==> src/gpfd_pkg.sv <==
// Shared constants, types and field widths for the gamepad poll frame decoder.
package gpfd_pkg;

    // Frame header codes
    localparam logic [7:0] ACK_OK        = 8'h5A;
    localparam logic [7:0] MODE_DIGITAL  = 8'h41;
    localparam logic [7:0] MODE_ANALOG_A = 8'h73;
    localparam logic [7:0] MODE_ANALOG_B = 8'h79;

    // Safe-state and reset values
    localparam logic [15:0] SAFE_BUTTONS = 16'hFFFF;
    localparam logic [7:0]  LIMIT_RESET  = 8'd20;

    // Counter width default and the fixed width of the counter fields on the port
    localparam int COUNT_WIDTH_DEF = 32;
    localparam int COUNT_PORT_W    = 32;

    // Stream widths
    localparam int IN_TDATA_W  = 64;
    localparam int OUT_TDATA_W = 160;

    // Stick values after conversion
    typedef struct packed {
        logic signed [7:0] right_x;
        logic signed [8:0] right_y;
        logic signed [7:0] left_x;
        logic signed [8:0] left_y;
    } t_sticks;

    // Decoded view of one frame
    typedef struct packed {
        logic        valid;
        logic        analog;
        logic [7:0]  mode;
        logic [15:0] buttons;
        t_sticks     sticks;
    } t_frame_info;

endpackage

==> src/gpfd_decode.sv <==
// Header check and stick conversion for one poll response frame.
module gpfd_decode
    import gpfd_pkg::*;
(
    input  logic [IN_TDATA_W-1:0] i_frame,
    output t_frame_info           o_info
);

    logic [7:0] w_mode;
    logic [7:0] w_ack;
    logic       w_analog;

    assign w_mode   = i_frame[7:0];
    assign w_ack    = i_frame[15:8];
    assign w_analog = (w_mode == MODE_ANALOG_A) || (w_mode == MODE_ANALOG_B);

    // raw - 128 in eight bits; the value just below center reads as zero
    function automatic logic signed [7:0] conv_x(input logic [7:0] raw);
        logic [7:0] v;
        v = {~raw[7], raw[6:0]};
        return (v == 8'hFF) ? 8'sd0 : $signed(v);
    endfunction

    // 128 - raw in nine bits
    function automatic logic signed [8:0] conv_y(input logic [7:0] raw);
        return $signed(9'd128 - {1'b0, raw});
    endfunction

    always_comb begin
        o_info.valid          = (w_ack == ACK_OK) && (w_analog || (w_mode == MODE_DIGITAL));
        o_info.analog         = w_analog;
        o_info.mode           = w_mode;
        o_info.buttons        = {i_frame[31:24], i_frame[23:16]};
        o_info.sticks.right_x = conv_x(i_frame[39:32]);
        o_info.sticks.right_y = conv_y(i_frame[47:40]);
        o_info.sticks.left_x  = conv_x(i_frame[55:48]);
        o_info.sticks.left_y  = conv_y(i_frame[63:56]);
    end

endmodule

==> src/gpfd_tracker.sv <==
// Link state, latched values and frame counters, updated once per decoded frame.
module gpfd_tracker
    import gpfd_pkg::*;
#(
    parameter int COUNT_WIDTH = COUNT_WIDTH_DEF
) (
    input  logic                   i_clk,
    input  logic                   i_rst_n,
    input  logic                   i_update,
    input  t_frame_info            i_info,
    input  logic [7:0]             i_lost_limit,
    output logic                   o_connected,
    output logic                   o_frame_ok,
    output logic                   o_analog_ok,
    output logic [7:0]             o_mode_id,
    output logic [15:0]            o_buttons,
    output t_sticks                o_sticks,
    output logic [COUNT_WIDTH-1:0] o_good,
    output logic [COUNT_WIDTH-1:0] o_bad,
    output logic [COUNT_WIDTH-1:0] o_lost
);

    logic                   r_present, n_present;
    logic                   r_frame_ok, n_frame_ok;
    logic                   r_analog, n_analog;
    logic [7:0]             r_mode, n_mode;
    logic [15:0]            r_buttons, n_buttons;
    t_sticks                r_sticks, n_sticks;
    logic [COUNT_WIDTH-1:0] r_good, n_good;
    logic [COUNT_WIDTH-1:0] r_bad, n_bad;
    logic [COUNT_WIDTH-1:0] r_lost, n_lost;
    logic [COUNT_WIDTH-1:0] w_lost_inc;
    logic [COUNT_WIDTH-1:0] w_limit;

    assign w_lost_inc = r_lost + COUNT_WIDTH'(1);
    assign w_limit    = COUNT_WIDTH'(i_lost_limit);

    // Work out the state after this frame
    always_comb begin
        n_present  = r_present;
        n_frame_ok = r_frame_ok;
        n_analog   = r_analog;
        n_mode     = r_mode;
        n_buttons  = r_buttons;
        n_sticks   = r_sticks;
        n_good     = r_good;
        n_bad      = r_bad;
        n_lost     = r_lost;
        if (i_info.valid) begin
            n_present  = 1'b1;
            n_frame_ok = 1'b1;
            n_mode     = i_info.mode;
            n_buttons  = i_info.buttons;
            n_good     = r_good + COUNT_WIDTH'(1);
            n_lost     = '0;
            n_analog   = i_info.analog;
            if (i_info.analog) begin
                n_sticks = i_info.sticks;
            end
        end else begin
            n_frame_ok = 1'b0;
            n_bad      = r_bad + COUNT_WIDTH'(1);
            n_lost     = w_lost_inc;
            // Drop to safe values once the bad run passes the limit
            if (w_lost_inc > w_limit) begin
                n_present = 1'b0;
                n_analog  = 1'b0;
                n_mode    = '0;
                n_buttons = SAFE_BUTTONS;
                n_sticks  = '0;
            end
        end
    end

    // Advance state on each decoded frame
    always_ff @(posedge i_clk) begin
        if (!i_rst_n) begin
            r_present  <= 1'b0;
            r_frame_ok <= 1'b0;
            r_analog   <= 1'b0;
            r_mode     <= '0;
            r_buttons  <= SAFE_BUTTONS;
            r_sticks   <= '0;
            r_good     <= '0;
            r_bad      <= '0;
            r_lost     <= '0;
        end else if (i_update) begin
            r_present  <= n_present;
            r_frame_ok <= n_frame_ok;
            r_analog   <= n_analog;
            r_mode     <= n_mode;
            r_buttons  <= n_buttons;
            r_sticks   <= n_sticks;
            r_good     <= n_good;
            r_bad      <= n_bad;
            r_lost     <= n_lost;
        end
    end

    assign o_connected = r_present;
    assign o_frame_ok  = r_frame_ok;
    assign o_analog_ok = r_analog;
    assign o_mode_id   = r_mode;
    assign o_buttons   = r_buttons;
    assign o_sticks    = r_sticks;
    assign o_good      = r_good;
    assign o_bad       = r_bad;
    assign o_lost      = r_lost;

endmodule

==> src/gamepad_poll_frame_decoder_top.sv <==
// Top level of the gamepad poll frame decoder: input stage, config register, result beat.
//
// Usage:
//   s_axis carries one poll response frame per beat (mode, ack, two button bytes,
//   four stick bytes). m_axis carries one result per frame: the link state, latched
//   mode and buttons, converted sticks and the good/bad/lost counters after that frame.
//   The cfg channel writes lost_limit (8 bits); write it only while no frame is in
//   flight. o_cfg_ready is always high.
// Path: input register, decoder, then tracker registers that hold the result beat.
// Throughput: one frame per cycle; the input register feeds the decoder and the
//   tracker state registers double as the result register, so both advance together
//   whenever the result beat is empty or being taken.
// Reset (synchronous, active low): safe state (disconnected, mode 0, buttons 0xFFFF,
//   sticks 0), counters 0, lost_limit 20, no beat pending.
// Stall: while m_axis_tready is low a pending result holds; one more frame can sit in
//   the input register, then s_axis_tready drops until the result is taken.
// Counters are COUNT_WIDTH bits, wrap, and are zero-extended to 32 bits on the port.
module gamepad_poll_frame_decoder_top
    import gpfd_pkg::*;
#(
    parameter int COUNT_WIDTH = COUNT_WIDTH_DEF
) (
    input  logic                   i_clk,
    input  logic                   i_rst_n,
    // mode_byte, ack_byte, buttons_low, buttons_high,
    // right_x_raw, right_y_raw, left_x_raw, left_y_raw
    input  logic [IN_TDATA_W-1:0]  s_axis_tdata,
    input  logic                   s_axis_tvalid,
    output logic                   s_axis_tready,
    // connected, frame_ok, analog_ok, mode_id, buttons, right_x, right_y,
    // left_x, left_y, good_frames, bad_frames, lost_run, zero pad to 160
    output logic [OUT_TDATA_W-1:0] m_axis_tdata,
    output logic                   m_axis_tvalid,
    input  logic                   m_axis_tready,
    input  logic                   i_cfg_valid,
    output logic                   o_cfg_ready,
    input  logic [7:0]             i_cfg_data
);

    logic [IN_TDATA_W-1:0]  r_in_data;
    logic                   r_in_valid;
    logic                   r_out_valid;
    logic [7:0]             r_lost_limit;
    logic                   w_advance;
    t_frame_info            w_info;
    logic                   w_connected;
    logic                   w_frame_ok;
    logic                   w_analog_ok;
    logic [7:0]             w_mode_id;
    logic [15:0]            w_buttons;
    t_sticks                w_sticks;
    logic [COUNT_WIDTH-1:0] w_good;
    logic [COUNT_WIDTH-1:0] w_bad;
    logic [COUNT_WIDTH-1:0] w_lost;

    // Move a frame into the tracker when the result slot is free or being taken
    assign w_advance     = r_in_valid && (!r_out_valid || m_axis_tready);
    assign s_axis_tready = !r_in_valid || w_advance;
    assign o_cfg_ready   = 1'b1;

    // Hold the config register
    always_ff @(posedge i_clk) begin
        if (!i_rst_n) begin
            r_lost_limit <= LIMIT_RESET;
        end else if (i_cfg_valid) begin
            r_lost_limit <= i_cfg_data;
        end
    end

    // Input stage
    always_ff @(posedge i_clk) begin
        if (!i_rst_n) begin
            r_in_valid <= 1'b0;
        end else if (s_axis_tready) begin
            r_in_valid <= s_axis_tvalid;
        end
    end

    always_ff @(posedge i_clk) begin
        if (s_axis_tvalid && s_axis_tready) begin
            r_in_data <= s_axis_tdata;
        end
    end

    // Result beat valid
    always_ff @(posedge i_clk) begin
        if (!i_rst_n) begin
            r_out_valid <= 1'b0;
        end else if (w_advance) begin
            r_out_valid <= 1'b1;
        end else if (m_axis_tready) begin
            r_out_valid <= 1'b0;
        end
    end

    gpfd_decode u_decode (
        .i_frame (r_in_data),
        .o_info  (w_info)
    );

    gpfd_tracker #(
        .COUNT_WIDTH (COUNT_WIDTH)
    ) u_tracker (
        .i_clk        (i_clk),
        .i_rst_n      (i_rst_n),
        .i_update     (w_advance),
        .i_info       (w_info),
        .i_lost_limit (r_lost_limit),
        .o_connected  (w_connected),
        .o_frame_ok   (w_frame_ok),
        .o_analog_ok  (w_analog_ok),
        .o_mode_id    (w_mode_id),
        .o_buttons    (w_buttons),
        .o_sticks     (w_sticks),
        .o_good       (w_good),
        .o_bad        (w_bad),
        .o_lost       (w_lost)
    );

    // Pack the result beat
    assign m_axis_tvalid = r_out_valid;
    assign m_axis_tdata  = {
        3'b000,
        COUNT_PORT_W'(w_lost),
        COUNT_PORT_W'(w_bad),
        COUNT_PORT_W'(w_good),
        w_sticks.left_y,
        w_sticks.left_x,
        w_sticks.right_y,
        w_sticks.right_x,
        w_buttons,
        w_mode_id,
        w_analog_ok,
        w_frame_ok,
        w_connected
    };

endmodule
==> config.mk <==
export PLATFORM = sky130hd
export DESIGN_NAME = gamepad_poll_frame_decoder_top
export DESIGN_NICKNAME = d
export VERILOG_FILES = /design/src/gpfd_pkg.sv /design/src/gpfd_decode.sv /design/src/gpfd_tracker.sv /design/src/gamepad_poll_frame_decoder_top.sv
export SDC_FILE = /design/constraint.sdc
export NUM_CORES = 1
export LEC_CHECK = 0
export BUFFER_PORTS_ARGS = -buffer_cell sky130_fd_sc_hd__buf_4
export CAP_MARGIN = 20
export CORE_MARGIN = 5
export CORE_UTILIZATION = 38
export CTS_CLUSTER_DIAMETER = 40
export DETAILED_ROUTE_END_ITERATION = 7
export PLACE_DENSITY = 0.69
export SYNTH_ARGS = -nofsm -noshare
export SYNTH_HDL_FRONTEND = slang
export SYNTH_SLANG_ARGS = --single-unit
export TNS_END_PERCENT = 30
==> constraint.sdc <==
create_clock -name i_clk -period 8.96 [get_ports i_clk]
set_clock_uncertainty 0.05 [all_clocks]
set_input_delay 0.896 -clock i_clk [delete_from_list [all_inputs] [get_ports i_clk]]
set_output_delay 0.896 -clock i_clk [all_outputs]
set_load 0.02 [all_outputs]
==> results of run 1 <==
cell families after synthesis:
kind of cell	share of synthesized area, %
muxes	4.06
xor gates and xnor gates	7.70
DFF	50.9
buffers and inverters	4.25
other	0.0725
and+or+nand+nor	23.9
adders and majority gates	1.57
AOI/OAI and AO/OA	7.60
critical path, delay by kind of cell (launching register included):
family | cells | cell delay [ps]
flops | 1 | 440
xor+xnor | 1 | 150
compound gates | 4 | 840
simple gates | 5 | 1360
fa+ha+maj | 2 | 570
sequential cells by signal, indices dropped and copies added, names as in the netlist:
signal / flops
u_tracker.o_good: 32
u_tracker.o_bad: 32
u_tracker.o_lost: 32
r_in_data: 64
u_tracker.o_sticks: 34
r_in_valid: 1
u_tracker.o_buttons: 16
r_lost_limit: 8
u_tracker.o_connected: 1
u_tracker.o_frame_ok: 1
m_axis_tvalid: 1
u_tracker.o_analog_ok: 1
u_tracker.o_mode_id: 8
layout make-up:
type / count / area share, %
inverters: 21 / 0.584
flip-flops and latches: 231 / 39.0
clock inverters: 27 / 2.21
well taps: 341 / 3.16
clock buffers: 41 / 7.11
repair buffers: 241 / 13.4
multi-input cells: 718 / 34.5
layout by cell type, fill, tap and decap left out, types with 12 or more instances in the layout:
cell,synthesis,final
nand2_1,141,141
and2_1,73,72
o22a_1,16,16
ha_1,13,13
o21ai_0,39,39
dfxtp_1,167,167
nor2b_1,27,27
nor2_1,30,29
a21boi_0,12,12
inv_1,21,21
buf_4,10,240
and3_1,17,17
clkbuf_16,0,37
xor2_1,22,22
a21oi_1,25,25
nand4_1,22,22
edfxtp_1,64,64
nor3_1,20,20
xnor2_1,69,69
mux2i_1,42,42
nand3_1,47,47
metal layers:
layer	GRT usage [%]	wire [um]
met5	0	0
met4	4.62	546
met3	5.39	2140
met2	26.2	11900
met1	20.9	11200
worst max-delay path by stage:
stage,start,endpoint,slack [ps],cells past startpoint
finish,u_tracker.o_lost[0],u_tracker.o_buttons[10],5430,12
CTS,u_tracker.o_lost[0],u_tracker.o_buttons[10],5400,12
global route,u_tracker.o_lost[0],u_tracker.o_buttons[10],5190,12
floorplan,m_axis_tready,r_in_data[0],5800,3
detailed placement,u_tracker.o_lost[0],u_tracker.o_buttons[10],5420,12
global placement,m_axis_tready,u_tracker.o_bad[23],5510,11
metrics by stage:
stage	power, uW	hold slack, ps	setup slack (ps)	std cells	utilization (%)
CTS	2650	384	5400	1620	50.3
global route	2710	415	5190	1620	50.3
floorplan	1170	379	5800	1034	-
global placement	1210	372	5510	1551	45.5
finish	2610	380	5430	1620	50.3
detailed placement	1220	375	5420	1552	45.6
where the power goes:
part / switching [uW] / internal, uW / total [uW]
Combinational: 46.2 / 39.7 / 85.9
Clock: 533 / 883 / 1420
Sequential: 11.2 / 1100 / 1110
==> out/qor.yml, run 1 <==
timing:
  slew_viol_final: 0
  min_period_ps: 3530
  period_share_pct: 39.3
  rsz0062_at_grt: "false"
  setup_tns_ps: 0
  fmax_mhz: 284
  relSlewSlack_pct: 37.3
  tightest_slew_ps: 941
  final_hold_viol_count: 0
  setup_viol_count_final: 0
synthesis:
  yosysSeqAreaShare_pct: 50.9
  yosys-top-cells-area: "dfxtp_1, edfxtp_1, xnor2_1"
  synth_area_sq_um: 10400
  synth_seq_cells: 231
  yosysWarnings: 0
  yosysMostFrequentCell: "dfxtp_1"
  synth_edf_count: 64
  netlist.area_leader.share_pct: 32.3
  netlist_top_cells_count: "dfxtp_1, nand2_1, and2_1"
  synthArstFlopShare_pct: 0
  avgSynthCellArea_sq_um: 10.0
  synth_ff_type: "dfxtp_1"
  synthDistinctLibCells: 63
  synthCells: 1032
  synth_top_area_cell: "dfxtp_1"
critical_path:
  timing.rr.end: "u_tracker.o_buttons[10]"
  cpMostUsedCell: "ha_1"
  critPathSlowestCell: "nor4_4"
  reg2reg_depth: 12
  rrSetupSlack_ps: 5430
  slowest_delay_ps: 540
  critPathLaunchType: "flip-flop"
  cp_cell_sequence: "ha_1 > and3_2 > and3_1 > xor2_1 > ha_1 > nand4_1 > a21oi_1 > o22ai_1 > nand3_1 > nor4_4 > o21ai_4 > o22a_1"
  cp-end-kind: "flip-flop"
  critPathMaxFanout: 25
  critical_path_arrival_ps: 3870
  r2r-start: "u_tracker.o_lost[0]"
  critPathKind: "flip-flop to flip-flop"
  required_ps: 9310
power:
  power_density_nw_per_um2: 193
  peakVddDrop_v: 0.000144
  p_leak_uw: 0.00534
grt:
  antenna_found_initial: 0
  grt-ovfl-total: 0
  first_global_vias: 7920
  grt_max_degree: 84
  grt_pass1_wl_um: 41300
  grt_usage_pct: 16.3
hold_path:
  min_to: "u_tracker.o_mode_id[7]"
  holdPathStages: 2
  hold_path.class: "flip-flop to flip-flop"
  min_from: "u_tracker.o_mode_id[7]"
final_layout:
  drive_above_1_share_pct: 26.0
  num_antenna_cells: 0
  areaGrowthSynthToFinish_pct: 30.5
  n_fill_cell: 2415
  multi_input_area_sq_um: 4660
  nets: 1340
  seq_area_sq_um: 5270
  finalInstanceArea_sq_um: 13500
floorplanning:
  row_count: 60
  io_pins: 240
  die-area_sq_um: 30600
  core_sq_um: 26900
  initial_core_util_pct: 38.5
  die_w_um: 175
  die_h_um: 175
clocking:
  cts-root-buf: "clkbuf_16"
  cts_htree_levels: 2
  hold_buffers: 0
  clockBufferDepth: 3
  clk_latency_ps: 520
  numCtsBuffers: 37
  cts_tree: "yes"
  cts_sinks: 231
  cts-resized-gates: 0
  clkTransAtPathRegs_ps: 60
  cts_setup_buffers: 0
status:
  status: "completed"
placed_design:
  dp_hpwl_um: 18000
  portBuffers: 235
  dpl-instance-area_sq_um: 12200
  place.gp.congestion: 0.802
route:
  vias: 8075
  vias_per_cell: 4.98
  drc: 0
  first_pass_iters: 5
  drt_wl_total_um: 25800
  drt_iter0_drc: 477
  wl_per_cell_um: 16.0
  postRouteAntennaNets: 0
run:
  maxCapViolCount: 0
Power figures use the tool's default switching activity.
==> inputs of run 2 (changes only) <==
--- a/config.mk
+++ b/config.mk
@@ -5,13 +5,14 @@
 export SDC_FILE = /design/constraint.sdc
 export NUM_CORES = 1
 export LEC_CHECK = 0
+export ABC_AREA = 1
 export BUFFER_PORTS_ARGS = -buffer_cell sky130_fd_sc_hd__buf_4
 export CAP_MARGIN = 20
 export CORE_MARGIN = 5
 export CORE_UTILIZATION = 38
 export CTS_CLUSTER_DIAMETER = 40
 export DETAILED_ROUTE_END_ITERATION = 7
-export PLACE_DENSITY = 0.69
+export PLACE_DENSITY = 0.68
 export SYNTH_ARGS = -nofsm -noshare
 export SYNTH_HDL_FRONTEND = slang
 export SYNTH_SLANG_ARGS = --single-unit
==> constraint.sdc (replaced) <==
create_clock -name i_clk -period 3.5 [get_ports i_clk]
set_clock_uncertainty 0.05 [all_clocks]
set_input_delay 0.35 -clock i_clk [delete_from_list [all_inputs] [get_ports i_clk]]
set_output_delay 0.35 -clock i_clk [all_outputs]
set_load 0.02 [all_outputs]
==> run 2 against run 1 <==
- sequential share of layout area decreased by 4.3 points
- flip-flop and latch count unchanged
- final cell count grew 37%
- wire length grew 24%
- cell area up 12%
- global-route usage rose by 2.7 points
- worst hold slack got worse by 340 ps
- first-iteration DRC count grew 47%
- sequential power rose to 2.6 times the previous value
- non-clock buffer count is 74 higher
==> out/qor.yml, run 2 <==
route:
  vias_per_cell: 4.82  # was 4.98
  wl_per_cell_um: 14.5  # was 16.0 um
  postRouteAntennaNets: 0  # unchanged
  vias: 10700  # was 8075
  drc: 0  # unchanged
  drt_wl_total_um: 32100  # was 25800 um
  first_pass_iters: 5  # unchanged
  drt_iter0_drc: 699  # was 477
final_layout:
  drive_above_1_share_pct: 19.8  # was 26.0%
  final_common_cell: "nand2_1"  # was buf_4
  n_fill_cell: 2727  # was 2415
  nets: 1888  # was 1340
  largest_reg_flops: 64  # unchanged
  top_register: "r_in_data"  # unchanged
  areaGrowthSynthToFinish_pct: 37.2  # was 30.5%
  mostFrequentLayoutCells: "nand2_1, buf_4, inv_1, nor2_1, dfxtp_1"  # was buf_4, dfxtp_1, nand2_1, and2_1, xnor2_1
critical_path:
  timing.rr.end: "u_tracker.o_buttons[8]"  # was u_tracker.o_buttons[10]
  critPathKind: "flip-flop to flip-flop"  # unchanged
  rrSetupSlack_ps: 340  # was 5430 ps
  critPathLaunchType: "flip-flop"  # unchanged
  r2r-start: "u_tracker.o_lost[0]"  # unchanged
  critical_path_arrival_ps: 3440  # was 3870 ps
  cp-end-kind: "flip-flop"  # unchanged
  reg2reg_depth: 19  # was 12
  required_ps: 3780  # was 9310 ps
  critPathMaxFanout: 26  # was 25
synthesis:
  synth_ff_type: "dfxtp_1"  # unchanged
  yosysSeqAreaShare_pct: 47.6  # was 50.9%
  yosysWarnings: 0  # unchanged
  avgSynthCellArea_sq_um: 7.40  # was 10.0 sq um
  synthCells: 1493  # was 1032
  synth_area_sq_um: 11100  # was 10400 sq um
  synth_top_area_cell: "dfxtp_1"  # unchanged
  netlist.area_leader.share_pct: 30.2  # was 32.3%
  synth_seq_cells: 231  # unchanged
  synth_edf_count: 64  # unchanged
  synthDistinctLibCells: 43  # was 63
  netlist_top_cells_count: "nand2_1, inv_1, nor2_1"  # was dfxtp_1, nand2_1, and2_1
  synthArstFlopShare_pct: 0  # unchanged
  yosys-top-cells-area: "dfxtp_1, edfxtp_1, nand2_1"  # was dfxtp_1, edfxtp_1, xnor2_1
  yosysMostFrequentCell: "nand2_1"  # was dfxtp_1
hold_path:
  min_from: "i_cfg_valid"  # was u_tracker.o_mode_id[7]
  hold_path.class: "input port to flip-flop"  # was flip-flop to flip-flop
  holdPathStages: 2  # unchanged
  min_to: "r_lost_limit[2]"  # was u_tracker.o_mode_id[7]
power:
  peakVddDrop_v: 0.000410  # was 0.000144 V
  power.internal_uw: 5470  # was 2020 uW
  switching_share_pct: 22.2  # was 22.6%
  seqPwrFrac_pct: 40.5  # was 42.5%
  power.share.combinational_pct: 4.8  # was 3.3%
  p_sw_uw: 1560  # was 590 uW
  p_leak_uw: 0.00631  # was 0.00534 uW
  pwr-share-clk_pct: 54.7  # was 54.2%
  power_density_nw_per_um2: 464  # was 193 nW/um^2
timing:
  min_period_ps: 3160  # was 3530 ps
  period_share_pct: 90.2  # was 39.3%
  relSlewSlack_pct: 32.1  # was 37.3%
  fin_ws_ps: 341  # was 5430 ps
  slew_viol_final: 0  # unchanged
  fmax_mhz: 317  # was 284 MHz
  setup_viol_count_final: 0  # unchanged
  final_hold_viol_count: 0  # unchanged
  tightest_slew_ps: 1020  # was 941 ps
  setup_tns_ps: 0  # unchanged
  rsz0062_at_grt: "false"  # unchanged
clocking:
  cts_htree_levels: 2  # unchanged
  clockBufferDepth: 3  # unchanged
  cts_sinks: 231  # unchanged
  cts_setup_buffers: 0  # unchanged
  cts-root-buf: "clkbuf_16"  # unchanged
  cts_tree: "yes"  # unchanged
  numCtsBuffers: 39  # was 37
  clkTransAtPathRegs_ps: 50  # was 60 ps
  clk_latency_ps: 500  # was 520 ps
run:
  maxCapViolCount: 0  # unchanged
placed_design:
  portBuffers: 235  # unchanged
  place.gp.congestion: 0.914  # was 0.802
  dp_hpwl_um: 22500  # was 18000 um
  dpl_worst_slack_ps: 267  # was 5420 ps
floorplanning:
  die_h_um: 181  # was 175 um
  row_count: 62  # was 60
  initial_core_util_pct: 38.5  # about the same
  die_w_um: 181  # was 175 um
  io_pins: 240  # unchanged
  core_sq_um: 28700  # was 26900 sq um
  die-area_sq_um: 32600  # was 30600 sq um
grt:
  grt-ovfl-total: 0  # unchanged
  grt_max_degree: 97  # was 84
  antenna_found_initial: 2  # was 0
  grt_usage_pct: 19.0  # was 16.3%
  first_global_vias: 10500  # was 7920
  grt_pass1_wl_um: 52100  # was 41300 um
status:
  status: "completed"  # unchanged
==> run 2: changes by cell type in the layout (fill, tap and decap cells not counted), moves of 67 or more <==
cell,before,now
and2_1,72,0
nor2_1,29,172
a21oi_1,25,92
inv_1,21,179
dlygate4sd3_1,0,67
nand2_1,141,402
==> run 2: what timing repair did <==
item / 4_1_cts / 5_1_grt
setup endpoints to repair: 0 / 4
gates resized for setup: 0 / 1
endpoints found under the hold margin: 67 / 0
hold buffers: 67 / 0
==> run 2: logic make-up after synthesis <==
kind of cell	share of synthesized area, %
other	0.0679
buffers and inverters	9.30
flip-flops	47.6
AND/OR/NAND/NOR	31.1
AO/OA/AOI/OAI	8.50
XOR/XNOR	1.98
adder cells (fa/ha/maj)	1.47
==> run 2: stage by stage <==
| stage | utilization [%] | total power, uW | cell area (sq um) | hold WS [ps] | cells |
|---|---|---|---|---|---|
| global placement | 45.8 | 3170 | 13100 | 392 | 2074 |
| global route | 52.8 | 7270 | 15200 | 19.8 | 2215 |
| CTS | 52.8 | 7110 | 15200 | 6.11 | 2213 |
| detailed placement | 45.8 | 3180 | 13100 | 388 | 2074 |
| floorplan | - | 3050 | 11100 | 385 | 1495 |
| finish | 52.8 | 7030 | 15200 | 35.4 | 2215 |
==> run 2: per-layer routing <==
metal / up-vias / GRT usage, % / share of wire [%]
met5: - / 0 / 0
met1: 4804 / 23.2 / 43
met4: 0 / 8.53 / 4.2
met3: 84 / 4.30 / 5.9
met2: 334 / 31.9 / 47
li1: 5449 / - / -
==> run 2: final cells by class <==
class	instances	area, sq um	area share [%]
inverter	202	758	5.00
sequential	231	5270	34.7
clock buffer	48	1070	7.06
timing repair buffer	315	2530	16.7
multi-input combinational	1009	4780	31.5
antenna	2	5.00	0.0330
tap	384	480	3.17
clock inverter	24	277	1.82
==> run 2: worst max path at each step <==
stage                         from  cells after the start                 endpoint
2_1_floorplan  u_tracker.o_lost[0]                     20  u_tracker.o_buttons[10]
3_3_place_gp   u_tracker.o_lost[0]                     19   u_tracker.o_buttons[3]
3_5_place_dp   u_tracker.o_lost[0]                     19   u_tracker.o_buttons[6]
4_1_cts        u_tracker.o_lost[0]                     19   u_tracker.o_buttons[8]
5_1_grt        u_tracker.o_lost[0]                     19   u_tracker.o_buttons[5]
6_report       u_tracker.o_lost[0]                     19   u_tracker.o_buttons[8]
==> run 2: worst max-delay path, stage by stage (launching register included) <==
cell     delay [ps]
dfxtp_1         400
ha_1            210
nand2_1         100
nor2_4          190
nand2_2         120
xnor2_1         170
ha_1            290
nand2_1          60
nor2_1          140
nand4_1          90
nand2_1         120
nand2_1          60
nor2_1           80
nand2_1          70
nor2_2          120
nand2_4         100
nand2_8         160
inv_2           160
o21ai_0         130
nand3_1         130
==> run 2: power by group through the flow <==
stage | registers (uW) | clock network, uW | logic, uW
floorplan | 2900 | 0 | 144
global placement | 2900 | 0 | 272
detailed placement | 2900 | 0 | 274
CTS | 2850 | 3930 | 338
global route | 2850 | 4050 | 373
finish | 2850 | 3840 | 339
